--- src/hw/rtl/sse_pkg.sv ---
// ----------------------------------------------------------------------------
// sse_pkg
// Shared constants, types and the 3x3x3 extremum classifier.
// ----------------------------------------------------------------------------
package sse_pkg;

   localparam int MAX_WIDTH      = 1024;
   localparam int COL_BITS       = $clog2(MAX_WIDTH);
   localparam int WIDTH_BITS     = COL_BITS + 1;
   localparam int ROW_BITS       = 12;
   localparam int SAMPLE_BITS    = 16;
   localparam int TRIPLE_BITS    = 3 * SAMPLE_BITS;
   localparam int LINE_BITS      = 2 * TRIPLE_BITS;
   localparam int QUEUE_DEPTH    = 8;
   localparam int QUEUE_PTR_BITS = $clog2(QUEUE_DEPTH);
   localparam int QUEUE_CNT_BITS = QUEUE_PTR_BITS + 1;
   localparam int CSR_INDEX_BITS = 1;
   localparam int CSR_DATA_BITS  = 12;
   localparam int RSP_DATA_BITS  = 24;

   localparam logic [WIDTH_BITS-1:0] WIDTH_RESET  = WIDTH_BITS'(640);
   localparam logic [ROW_BITS-1:0]   HEIGHT_RESET = ROW_BITS'(480);

   localparam logic [CSR_INDEX_BITS-1:0] REG_FRAME_WIDTH  = 1'b0;
   localparam logic [CSR_INDEX_BITS-1:0] REG_FRAME_HEIGHT = 1'b1;

   typedef logic [1:0] class_type;
   localparam class_type CLASS_NONE = 2'd0;
   localparam class_type CLASS_MIN  = 2'd1;
   localparam class_type CLASS_MAX  = 2'd2;

   // [k] = lower, centre, upper scale
   typedef logic [2:0][SAMPLE_BITS-1:0] triple_type;
   // [col][row], col 0..2 = c-2..c, row 0..2 = r-2..r
   typedef triple_type [2:0][2:0] grid_type;

   typedef struct packed {
      class_type [3:0]     cls;
      logic [3:0]          mask;
      logic [ROW_BITS-1:0] row;
      logic [COL_BITS-1:0] col;
   } entry_type;

   typedef struct packed {
      logic      valid;
      entry_type entry;
   } push_type;

   function automatic class_type classify(grid_type g, int crow, int ccol,
                                          logic [2:0] rv, logic [2:0] cv);
      logic signed [SAMPLE_BITS-1:0] centre;
      logic signed [SAMPLE_BITS-1:0] v;
      logic is_min;
      logic is_max;
      centre = g[ccol][crow][1];
      is_min = 1'b1;
      is_max = 1'b1;
      for (int cc = 0; cc < 3; cc++) begin
         for (int rr = 0; rr < 3; rr++) begin
            for (int k = 0; k < 3; k++) begin
               if (cv[cc] && rv[rr] && cc >= ccol - 1 && cc <= ccol + 1 &&
                   rr >= crow - 1 && rr <= crow + 1) begin
                  v = g[cc][rr][k];
                  if (centre > v) is_min = 1'b0;
                  if (centre < v) is_max = 1'b0;
               end
            end
         end
      end
      if (is_max) return CLASS_MAX;
      if (is_min) return CLASS_MIN;
      return CLASS_NONE;
   endfunction

endpackage

--- src/hw/rtl/sse_queue.sv ---
// ----------------------------------------------------------------------------
// sse_queue
// Small FIFO of result sets between front and back.
// ----------------------------------------------------------------------------
module sse_queue
   import sse_pkg::*;
(
   input  logic                      clock,
   input  logic                      reset,
   input  push_type                  push,
   input  logic                      pop,
   output entry_type                 head,
   output logic [QUEUE_CNT_BITS-1:0] count
);

   entry_type                 entries [QUEUE_DEPTH];
   logic [QUEUE_PTR_BITS-1:0] wr_ptr_ff;
   logic [QUEUE_PTR_BITS-1:0] rd_ptr_ff;
   logic [QUEUE_CNT_BITS-1:0] count_ff;

   always_ff @(posedge clock) begin
      if (push.valid) entries[wr_ptr_ff] <= push.entry;
   end

   always_ff @(posedge clock) begin
      if (reset) begin
         wr_ptr_ff <= '0;
         rd_ptr_ff <= '0;
         count_ff  <= '0;
      end else begin
         if (push.valid) wr_ptr_ff <= wr_ptr_ff + QUEUE_PTR_BITS'(1);
         if (pop)        rd_ptr_ff <= rd_ptr_ff + QUEUE_PTR_BITS'(1);
         count_ff <= count_ff + QUEUE_CNT_BITS'(push.valid) - QUEUE_CNT_BITS'(pop);
      end
   end

   assign head  = entries[rd_ptr_ff];
   assign count = count_ff;

endmodule

--- config.mk ---
export PLATFORM = sky130hd
export DESIGN_NAME = sse_queue
export DESIGN_NICKNAME = d
export VERILOG_FILES = /design/src/hw/rtl/sse_pkg.sv /design/src/hw/rtl/sse_queue.sv
export SDC_FILE = /design/constraint.sdc
export NUM_CORES = 1
export LEC_CHECK = 0
export BUFFER_PORTS_ARGS = -buffer_cell sky130_fd_sc_hd__buf_2
export CAP_MARGIN = 10
export CORE_MARGIN = 2
export CORE_UTILIZATION = 50
export DETAILED_ROUTE_END_ITERATION = 8
export PLACE_DENSITY = 0.65
export SLEW_MARGIN = 15
export SYNTH_ARGS = -nofsm -noshare
export SYNTH_HDL_FRONTEND = slang
export SYNTH_SLANG_ARGS = --single-unit
--- constraint.sdc ---
create_clock -name clock -period 5.2 [get_ports clock]
set_input_delay 0.52 -clock clock [delete_from_list [all_inputs] [get_ports clock]]
set_output_delay 0.52 -clock clock [all_outputs]
set_load 0.03 [all_outputs]
==> results.txt <==
- Setup repair after global routing missed its margin: false
* Average vias per placed instance: around 5.6
* Remaining number of nets flagged by the antenna check after routing: 0
- Count of buffers from port buffering: 75
* Number of top-level design ports: 76
- Final clock period utilization by the worst path: about 66%
- In this run the static leakage power is 4.17 nW.
- Wire length reported by the detailed router: roughly 20000 um
* Share of cells above drive strength 1: 39.8%
- For this block, wires on met1 add up to 7840 um.
* Worst min-delay path category: input pin to flop
* Clock skew after layout: around 4.1 ps
- Floorplan die area: around 0.023 mm2
- CTS tree: yes
* Kind of end point of the critical path: output pin
- Detailed Route Iter0 Violations: roughly 330
- Of the synthesized area, sequential elements account for between 70% and 80%.
- On the critical path, the stage with the largest delay is an instance of sky130_fd_sc_hd__dfxtp_4.
* Result of the run: complete, no violations
* Tot GR Track Use: between 15 and 20%
- Mux cell area share after synthesis: between 10% and 20%
- MaxCap Viol Count: 0
- Longest individual stage delay on the worst path: ~740 ps
- Clock network latency to the later pin of the worst-skew pair: 520 ps
* Mapped Avg Cell Area: approximately 24 um2
- Area share of fa/ha/maj cells after synthesis: less than 1%
- Summing every instance area after synthesis gives between 0.01 and 0.015 mm2.
* Setup Viol. Count Final: 0
- Area of all placed cells without fillers: 0.0127 mm2
- Biggest fanout along the worst timing path: 28
* Synthesis-stage register bit count: 285
- Relative to the synthesized area, the layout overhead comes to 15.7%.
* Yosys top cell by area: sky130_fd_sc_hd__edfxtp_1
- Summed over its instances, the top area cell type makes up 74.7% of the synthesized netlist area.
- Final layout net count: around 600
- Summing the areas of all compound-gate instances in the mapped netlist gives less than 1% of the synthesized area.
* Synth Net Count: 504
- Pin count of the biggest net entering global routing: around 70
- Worst slack on hold paths: roughly 260 ps
* Number of H-tree levels: 1
* Effective utilization at floorplan: between 50% and 60%
- For the worst setup path, the data required time is around 4700 ps.
* Count of different cell masters after synthesis: 24
- Max VDD drop: between 0.0002 and 0.0003 V
* Via count of the first global-routing pass: around 5100
* Number of buffers inserted during clock tree synthesis: 29
* Slew margin rel.: 33.0%
- The total overflow left after global routing is 0.
* Summed negative setup slack over all endpoints: 0 ps
* Die extent in x: around 150 um
- After clock tree synthesis, the repair step resized 0 gates.
- For this run, the number of Yosys warnings is 0.
* Routed length per instance: roughly 23 um
- In the synthesized netlist, the number of instances is around 460.
* Die H: approximately 150 um
* Uppermost layer routed: met5
* Dominant combinational cell family by area after synthesis: multiplexers
- For this run, design rule violations remaining after detail routing come to 0.
- Sorting the synthesized cells by area gives the leading types as sky130_fd_sc_hd__edfxtp_1 75%, sky130_fd_sc_hd__mux4_2 12%, sky130_fd_sc_hd__mux4_1 2.9%.
- Buffers from clock root to sink, at most: 3
* Number of hold buffers added after cts: 0
- Summing the areas of all xor and xnor instances in the mapped netlist gives less than 1% of the synthesized area.
- Count of final max-slew check failures: 0
- Sinks on Clock Net: approximately 290
- After floorplanning, the core was sized to cover 0.0216 mm2.
- In this run the power density over the cells is between 400 and 500 mW/mm2.
* Cell row count: between 50 and 60
* Crit path arrival time: around 2900 ps
- Wire length on met2: roughly 10000 um
- Walking the worst path, the cells encountered are buf_4, mux4_1, mux2_4, buf_2.
- Vias after detailed routing: 4808
* Synthesized-area fraction occupied by and/or/nand/nor cells: roughly 1.1%
- The tree is rooted in a sky130_fd_sc_hd__clkbuf_16.
- The wire-length estimate of the detail-placed layout is between 10000 and 15000 um.
- The initial antenna violation count is 4.
- STA classifies the critical path startpoint as a flop.
- Detailed Routing Iterations Pass 1: 4
- Area post-placement: approximately 0.012 mm2
- The congestion estimate from routability-driven global placement came to roughly 0.65.
- At the pin with the least slew margin, the transition time is between 1000 and 1500 ps.
- Post-CTS timing repair inserted 0 buffers for setup.
- Maximum clock rate: 293 MHz
- Routed wire length on met3: about 1400 um
- Category of the most critical setup path: flop to output pin
- The worst path in the final design needs a cycle of around 3400 ps, including I/O delays and setup.
* Clock transition at the registers of the reported paths: around 60 ps
- Final number of hold-violating endpoints: 0
* First-pass GRT wire length: a little over 30000 um
-- cell families (layout without fill, tap and decap cells) --
| family | after synthesis | in the layout |
|---|---|---|
| mux | 104 | 104 |
| other cells | 0 | 1 |
| compound gates | 3 | 3 |
| fa+ha+maj | 7 | 7 |
| simple gates | 27 | 27 |
| buf+inv | 27 | 146 |
| xor+xnor | 6 | 6 |
| flops | 285 | 285 |
-- report_power, final --
part	leakage, nW	total (W)	switching, W	internal, W
sequential	2.58	0.00263	0.0000414	0.00259
combinational	1.11	0.000521	0.000299	0.000222
clock	0.482	0.00210	0.000793	0.00131
-- cell usage in the layout (no fill, tap or decap), drive strengths merged, types with 4 or more instances in the layout --
cell | synthesis | routed
inv | 6 | 6
dfxtp | 13 | 13
clkbuf | 9 | 32
mux2 | 34 | 34
ha | 6 | 6
nor2 | 15 | 15
edfxtp | 272 | 272
buf | 12 | 87
mux4 | 68 | 68
clkinv | 0 | 14
nand2 | 4 | 4
bufinv | 0 | 6
-- Yosys cell counts (all sizes together) --
| cell type | number |
|---|---|
| mux2i | 2 |
| mux4 | 68 |
| nor2 | 15 |
| nand3 | 2 |
| nor2b | 1 |
| xnor2 | 3 |
| inv | 6 |
| fa | 1 |
| nand2 | 4 |
| nand2b | 3 |
| a21oi | 2 |
| nor3 | 2 |
| xor2 | 3 |
| edfxtp | 272 |
| ha | 6 |
| mux2 | 34 |
| clkbuf | 9 |
| a21o | 1 |
| dfxtp | 13 |
| buf | 12 |
-- routing by layer --
layer / vias to the layer above / global-route usage, %
met5: - / 0
li1: 2132 / -
met4: 4 / 4.45
met2: 138 / 28.8
met1: 2504 / 22.7
met3: 30 / 3.96
-- through the flow --
step           setup WS [ps]  utilization [%]  cells  power (W)
3_3_place_gp            2270             54.0    805    0.00319
5_1_grt                 1560             58.5    858    0.00544
4_1_cts                 1670             58.5    858    0.00531
6_report                1780             58.5    859    0.00525
3_5_place_dp            2240             54.0    805    0.00321
2_1_floorplan           1780                -    459    0.00305
-- sequential cells by signal (all words and copies together) (netlist names), named ones only --
signal and cells:
count 4, entries 272, rd_ptr_ff 3, wr_ptr_ff 3
-- critical path: cells and delay by family, from the launching register on --
family   cells  cell delay [ps]
flops        1              740
mux          2              910
buf+inv      2              700
-- final timing paths --
path	from	endpoint	slack, ps	depth (start not counted)
max reg2reg	wr_ptr_ff[2]	entries[0][28]	3080	3
min reg2reg	rd_ptr_ff[2]	rd_ptr_ff[2]	520	2
min	push[13]	entries[7][13]	260	1
max	flop	head[14]	1780	4
-- final cells by class --
cell class / count / area (um2)
tap: 280 / 350
multi-input combinational: 147 / 2390
timing repair buffer: 87 / 465
inverter: 6 / 22.5
sequential: 285 / 8440
clock inverter: 21 / 248
fill: 1569 / 8970
antenna: 1 / 2.50
clock buffer: 32 / 737
Power figures use the tool's default switching activity.
