**src/hw/rtl/sse_pkg.sv**
```systemverilog
// ----------------------------------------------------------------------------
// sse_pkg
// Shared constants, types and the 3x3x3 extremum classifier.
// ----------------------------------------------------------------------------
package sse_pkg;

   localparam int MAX_WIDTH      = 1024;
   localparam int COL_BITS       = $clog2(MAX_WIDTH);
   localparam int WIDTH_BITS     = COL_BITS + 1;
   localparam int ROW_BITS       = 12;
   localparam int SAMPLE_BITS    = 16;
   localparam int TRIPLE_BITS    = 3 * SAMPLE_BITS;
   localparam int LINE_BITS      = 2 * TRIPLE_BITS;
   localparam int QUEUE_DEPTH    = 8;
   localparam int QUEUE_PTR_BITS = $clog2(QUEUE_DEPTH);
   localparam int QUEUE_CNT_BITS = QUEUE_PTR_BITS + 1;
   localparam int CSR_INDEX_BITS = 1;
   localparam int CSR_DATA_BITS  = 12;
   localparam int RSP_DATA_BITS  = 24;

   localparam logic [WIDTH_BITS-1:0] WIDTH_RESET  = WIDTH_BITS'(640);
   localparam logic [ROW_BITS-1:0]   HEIGHT_RESET = ROW_BITS'(480);

   localparam logic [CSR_INDEX_BITS-1:0] REG_FRAME_WIDTH  = 1'b0;
   localparam logic [CSR_INDEX_BITS-1:0] REG_FRAME_HEIGHT = 1'b1;

   typedef logic [1:0] class_type;
   localparam class_type CLASS_NONE = 2'd0;
   localparam class_type CLASS_MIN  = 2'd1;
   localparam class_type CLASS_MAX  = 2'd2;

   // [k] = lower, centre, upper scale
   typedef logic [2:0][SAMPLE_BITS-1:0] triple_type;
   // [col][row], col 0..2 = c-2..c, row 0..2 = r-2..r
   typedef triple_type [2:0][2:0] grid_type;

   typedef struct packed {
      class_type [3:0]     cls;
      logic [3:0]          mask;
      logic [ROW_BITS-1:0] row;
      logic [COL_BITS-1:0] col;
   } entry_type;

   typedef struct packed {
      logic      valid;
      entry_type entry;
   } push_type;

   function automatic class_type classify(grid_type g, int crow, int ccol,
                                          logic [2:0] rv, logic [2:0] cv);
      logic signed [SAMPLE_BITS-1:0] centre;
      logic signed [SAMPLE_BITS-1:0] v;
      logic is_min;
      logic is_max;
      centre = g[ccol][crow][1];
      is_min = 1'b1;
      is_max = 1'b1;
      for (int cc = 0; cc < 3; cc++) begin
         for (int rr = 0; rr < 3; rr++) begin
            for (int k = 0; k < 3; k++) begin
               if (cv[cc] && rv[rr] && cc >= ccol - 1 && cc <= ccol + 1 &&
                   rr >= crow - 1 && rr <= crow + 1) begin
                  v = g[cc][rr][k];
                  if (centre > v) is_min = 1'b0;
                  if (centre < v) is_max = 1'b0;
               end
            end
         end
      end
      if (is_max) return CLASS_MAX;
      if (is_min) return CLASS_MIN;
      return CLASS_NONE;
   endfunction

endpackage

```
**src/hw/rtl/sse_back.sv**
```systemverilog
// ----------------------------------------------------------------------------
// sse_back
// Unpacks each result set into single results on the output register.
// ----------------------------------------------------------------------------
module sse_back
   import sse_pkg::*;
(
   input  logic                      clock,
   input  logic                      reset,
   input  entry_type                 head,
   input  logic [QUEUE_CNT_BITS-1:0] count,
   output logic                      pop,
   output logic                      rsp_tvalid,
   input  logic                      rsp_tready,
   output logic [RSP_DATA_BITS-1:0]  rsp_tdata,
   output logic                      rsp_tlast
);

   logic [3:0]          done_ff;
   logic [3:0]          pending;
   logic [3:0]          sel_oh;
   logic [1:0]          sel;
   logic                last;
   logic                load;
   logic                fire;
   logic                rsp_valid_ff;
   logic                rsp_last_ff;
   class_type           rsp_class_ff;
   logic [ROW_BITS-1:0] rsp_row_ff;
   logic [COL_BITS-1:0] rsp_col_ff;

   assign pending = head.mask & ~done_ff;

   always_comb begin
      sel = 2'd0;
      for (int i = 3; i >= 0; i--) begin
         if (pending[i]) sel = 2'(i);
      end
      sel_oh = 4'b0001 << sel;
   end

   assign last = (pending & ~sel_oh) == '0;
   assign load = !rsp_valid_ff || rsp_tready;
   assign fire = (count != '0) && load;
   assign pop  = fire && last;

   always_ff @(posedge clock) begin
      if (reset) begin
         rsp_valid_ff <= 1'b0;
         done_ff      <= '0;
      end else if (fire) begin
         rsp_valid_ff <= 1'b1;
         done_ff      <= last ? '0 : (done_ff | sel_oh);
      end else if (load) begin
         rsp_valid_ff <= 1'b0;
      end
   end

   always_ff @(posedge clock) begin
      if (fire) begin
         rsp_class_ff <= head.cls[sel];
         rsp_row_ff   <= sel[1] ? head.row : head.row - ROW_BITS'(1);
         rsp_col_ff   <= sel[0] ? head.col : head.col - COL_BITS'(1);
         rsp_last_ff  <= last;
      end
   end

   assign rsp_tvalid = rsp_valid_ff;
   assign rsp_tdata  = {rsp_col_ff, rsp_row_ff, rsp_class_ff};
   assign rsp_tlast  = rsp_last_ff;

endmodule

```
**config.mk**
```make
export PLATFORM = sky130hd
export DESIGN_NAME = sse_back
export DESIGN_NICKNAME = d
export VERILOG_FILES = /design/src/hw/rtl/sse_pkg.sv /design/src/hw/rtl/sse_back.sv
export SDC_FILE = /design/constraint.sdc
export NUM_CORES = 1
export LEC_CHECK = 0
export ABC_AREA = 1
export BUFFER_PORTS_ARGS = -buffer_cell sky130_fd_sc_hd__buf_4
export CAP_MARGIN = 15
export CELL_PAD_IN_SITES_DETAIL_PLACEMENT = 0
export CELL_PAD_IN_SITES_GLOBAL_PLACEMENT = 1
export CORE_ASPECT_RATIO = 1.4
export CORE_MARGIN = 4
export CORE_UTILIZATION = 25
export CTS_CLUSTER_SIZE = 14
export DETAILED_ROUTE_END_ITERATION = 10
export GPL_TIMING_DRIVEN = 0
export PLACE_DENSITY = 0.61
export SYNTH_ARGS = -nofsm -noshare
export SYNTH_HDL_FRONTEND = slang
export SYNTH_SLANG_ARGS = --single-unit
```
**constraint.sdc**
```tcl
create_clock -name clock -period 1.8 [get_ports clock]
set_input_delay 0.09 -clock clock [delete_from_list [all_inputs] [get_ports clock]]
set_output_delay 0.09 -clock clock [all_outputs]
set_load 0.02 [all_outputs]
```
==> run metrics <==
ANT nets after route=0; Yosys cell types=26; Hold Path Depth=4; final max-slew violation count=0; dpl ws=-50.8 ps; Hold Buf Count CTS=0; number of max-cap violations=0; post-synthesis adder-cell area fraction=1.36%; P_leak=1.25 nW; Critical Path RT=1700 ps; Least-Margin Pin Slew=about 960 ps; multiplexer share of the synthesized area=0%; mapped cell area=1840 sq um; reg-to-reg startpoint=rsp_tvalid; Total Wirelength=between 4000 and 5000 um; crit path launch=rsp_tvalid; CP endpoint kind=register; xor/xnor share of the synthesized area=8.84%; worst vdd ir=0.000288 V; reg-to-reg endpoint=rsp_col_ff[3]; largest net degree at the start of global routing=17; first-pass GRT wire length=about 7400 um; clk_lat worst skew=around 280 ps; Final Hold Vio Count=0; die boundary width=about 81 um; Setup WS post-layout=261 ps; placed insts=382; clock slew at reported path FFs=60 ps; ANT cells=0; max frequency=650 MHz; Die Ht=~110 um; CTS tree=built; # IOs=68; number of CTS-inserted buffers=5; cell with the largest stage delay on the worst path=a21oi_2; Syn-to-layout area delta=40.2%; vias in the first global route=roughly 1,600; Hold Crit Class=input pin to register; initial antenna violation count=0; Mean Syn Cell Area=8.37 sq um; slew margin rel.=36.0%; total die area=8820 sq um; Worst Path Class, Setup=register to register; Initial DRC Count=42; Arr. time, crit path=1440 ps; WHS=78.3 ps; drt first pass iters=4; number of I/O port buffers=67; flops & latches, synth=30; Nets=341; CP Max Fanout=15; hold wc startpoint=reset; detailed-route via count=roughly 1,600; outcome=complete, no violations; Setup violations, final=0; post-DP HPWL=around 3500 um; Setup Total Neg Slack=0 ps; clk_skew=12.0 ps; vias per inst=4.05; simple-gate share of the synthesized area=32.7%; largest family of logic cells by synthesized area=simple AND/OR/NAND/NOR gates; gr ovfl total=0; DR WL/cell=around 12 um; Syn. warnings=0; synthesized net count=263; Pwr Density=770 nW/um^2; Hold Path Sink=rsp_tvalid; Startpoint Class=register; initial cell density of the core=a little over a quarter; Tmin final=1540 ps; compound-cell area share of the yosys netlist=2.92%; core footprint=7070 sq um; overall power=1.99 mW; H-tree depth=2; Placer Congestion=~0.78; sequential cell area fraction in the yosys report=46.2%; CTS root buffer=clkbuf_8; Site Rows=36; # DRC=0; RSZ-0062 raised after global routing=false; Num Clock Sinks=30; final std cells w/o fill=between 300 and 400; crit-path cells=inv_1, nor2_1, a21oi_2; Tot GR Track Use=11.2%; R2R setup slack=260 ps; clk buf depth=2; worst r2r path cells=3; layout cells sized above 1=34.4%; cells after synthesis=220; final period utilization=85.5%; Resized Gates After CTS=0; crit-path max cell delay=720 ps
## cell usage after synthesis (all sizes together)
cell type	instances	area [sq um]
nor3	1	5.00
edfxtp	25	751
buf	2	26.3
xor2	10	95.1
ha	2	25.0
nand3b	4	30.0
nand4	3	18.8
nand3	12	70.1
inv	32	120
o21ai	7	35.0
a21oi	3	18.8
nand2	74	343
nor2	33	129
and3	1	6.26
xnor2	6	67.6
dfxtp	5	100
## kinds of logic after synthesis
kind of cell / Yosys count
xor gates and xnor gates: 16
and+or+nand+nor: 128
adders and majority gates: 2
buffers and inverters: 34
DFF: 30
AOI/OAI and AO/OA: 10
## critical path: cells and delay by family (launching register included)
| family | cells | cell delay [ps] |
|---|---|---|
| buffers and inverters | 1 | 40 |
| DFF | 1 | 310 |
| and+or+nand+nor | 1 | 90 |
| AOI/OAI and AO/OA | 1 | 720 |
## routing by layer
metal | wire length (um) | vias to the layer above | global-route usage (%)
met5 | 0 | - | 0
met4 | 93 | 0 | 4.71
met3 | 300 | 7 | 3.03
met2 | 2450 | 42 | 20.3
met1 | 1740 | 702 | 12.0
li1 | - | 845 | -
## cells in the final DEF (no fill, tap or decap)
cell type / Yosys / layout
a21oi_4: 0 / 1
nand2_2: 5 / 5
ha_1: 2 / 2
nand2_4: 7 / 7
a21oi_2: 1 / 1
nand3_2: 2 / 2
xor2_2: 1 / 1
xor2_1: 9 / 9
nor2_1: 31 / 31
buf_6: 1 / 1
buf_8: 1 / 1
xnor2_2: 2 / 2
nor2_2: 2 / 2
nand3b_1: 4 / 4
clkbuf_8: 0 / 5
and3_1: 1 / 1
clkbuf_1: 0 / 3
nand2_1: 62 / 62
a21oi_1: 2 / 2
nand3_1: 10 / 10
nor3_1: 1 / 1
o21ai_1: 4 / 4
inv_1: 27 / 27
o21ai_0: 3 / 3
buf_4: 0 / 70
xnor2_1: 4 / 4
inv_2: 5 / 5
nand4_1: 3 / 3
edfxtp_1: 25 / 25
dfxtp_1: 5 / 5
## registers in the layout, indices dropped and copies added, names as in the netlist
name          cells
rsp_tvalid        1
rsp_row_ff       12
rsp_class_ff      2
rsp_col_ff       10
done_ff           4
rsp_tlast         1
## power breakdown
group | internal (mW) | switching, mW | total, mW
Clock | 0.274 | 0.244 | 0.518
Combinational | 0.252 | 0.337 | 0.589
Sequential | 0.857 | 0.0238 | 0.881
Total | 1.38 | 0.605 | 1.99
## area by class of cell
type	instances	area [sq um]
repair buffers	70	526
plain buffers	2	26.3
clock buffers	8	80.1
fillers	762	4490
flip-flops and latches	30	851
well taps	95	119
inverters	32	120
multi-input cells	157	860
## metrics by stage
stage | area (sq um) | util [%]
floorplan | 1850 | -
global placement | 2470 | 34.9
detailed placement | 2470 | 34.9
CTS | 2560 | 36.2
global route | 2580 | 36.5
finish | 2580 | 36.5
## how the worst max path moves through the flow
stage	endpoint	depth (start not counted)
2_1_floorplan	done_ff[0]	6
3_3_place_gp	done_ff[0]	6
3_5_place_dp	done_ff[1]	6
4_1_cts	pop	6
5_1_grt	done_ff[2]	5
6_report	rsp_col_ff[3]	3
## repair_timing
item,in CTS,in global routing
gates cloned,1,0
hold endpoints to repair,0,0
endpoints found under the setup margin,5,1
setup buffers,0,3
Power figures use the tool's default switching activity.
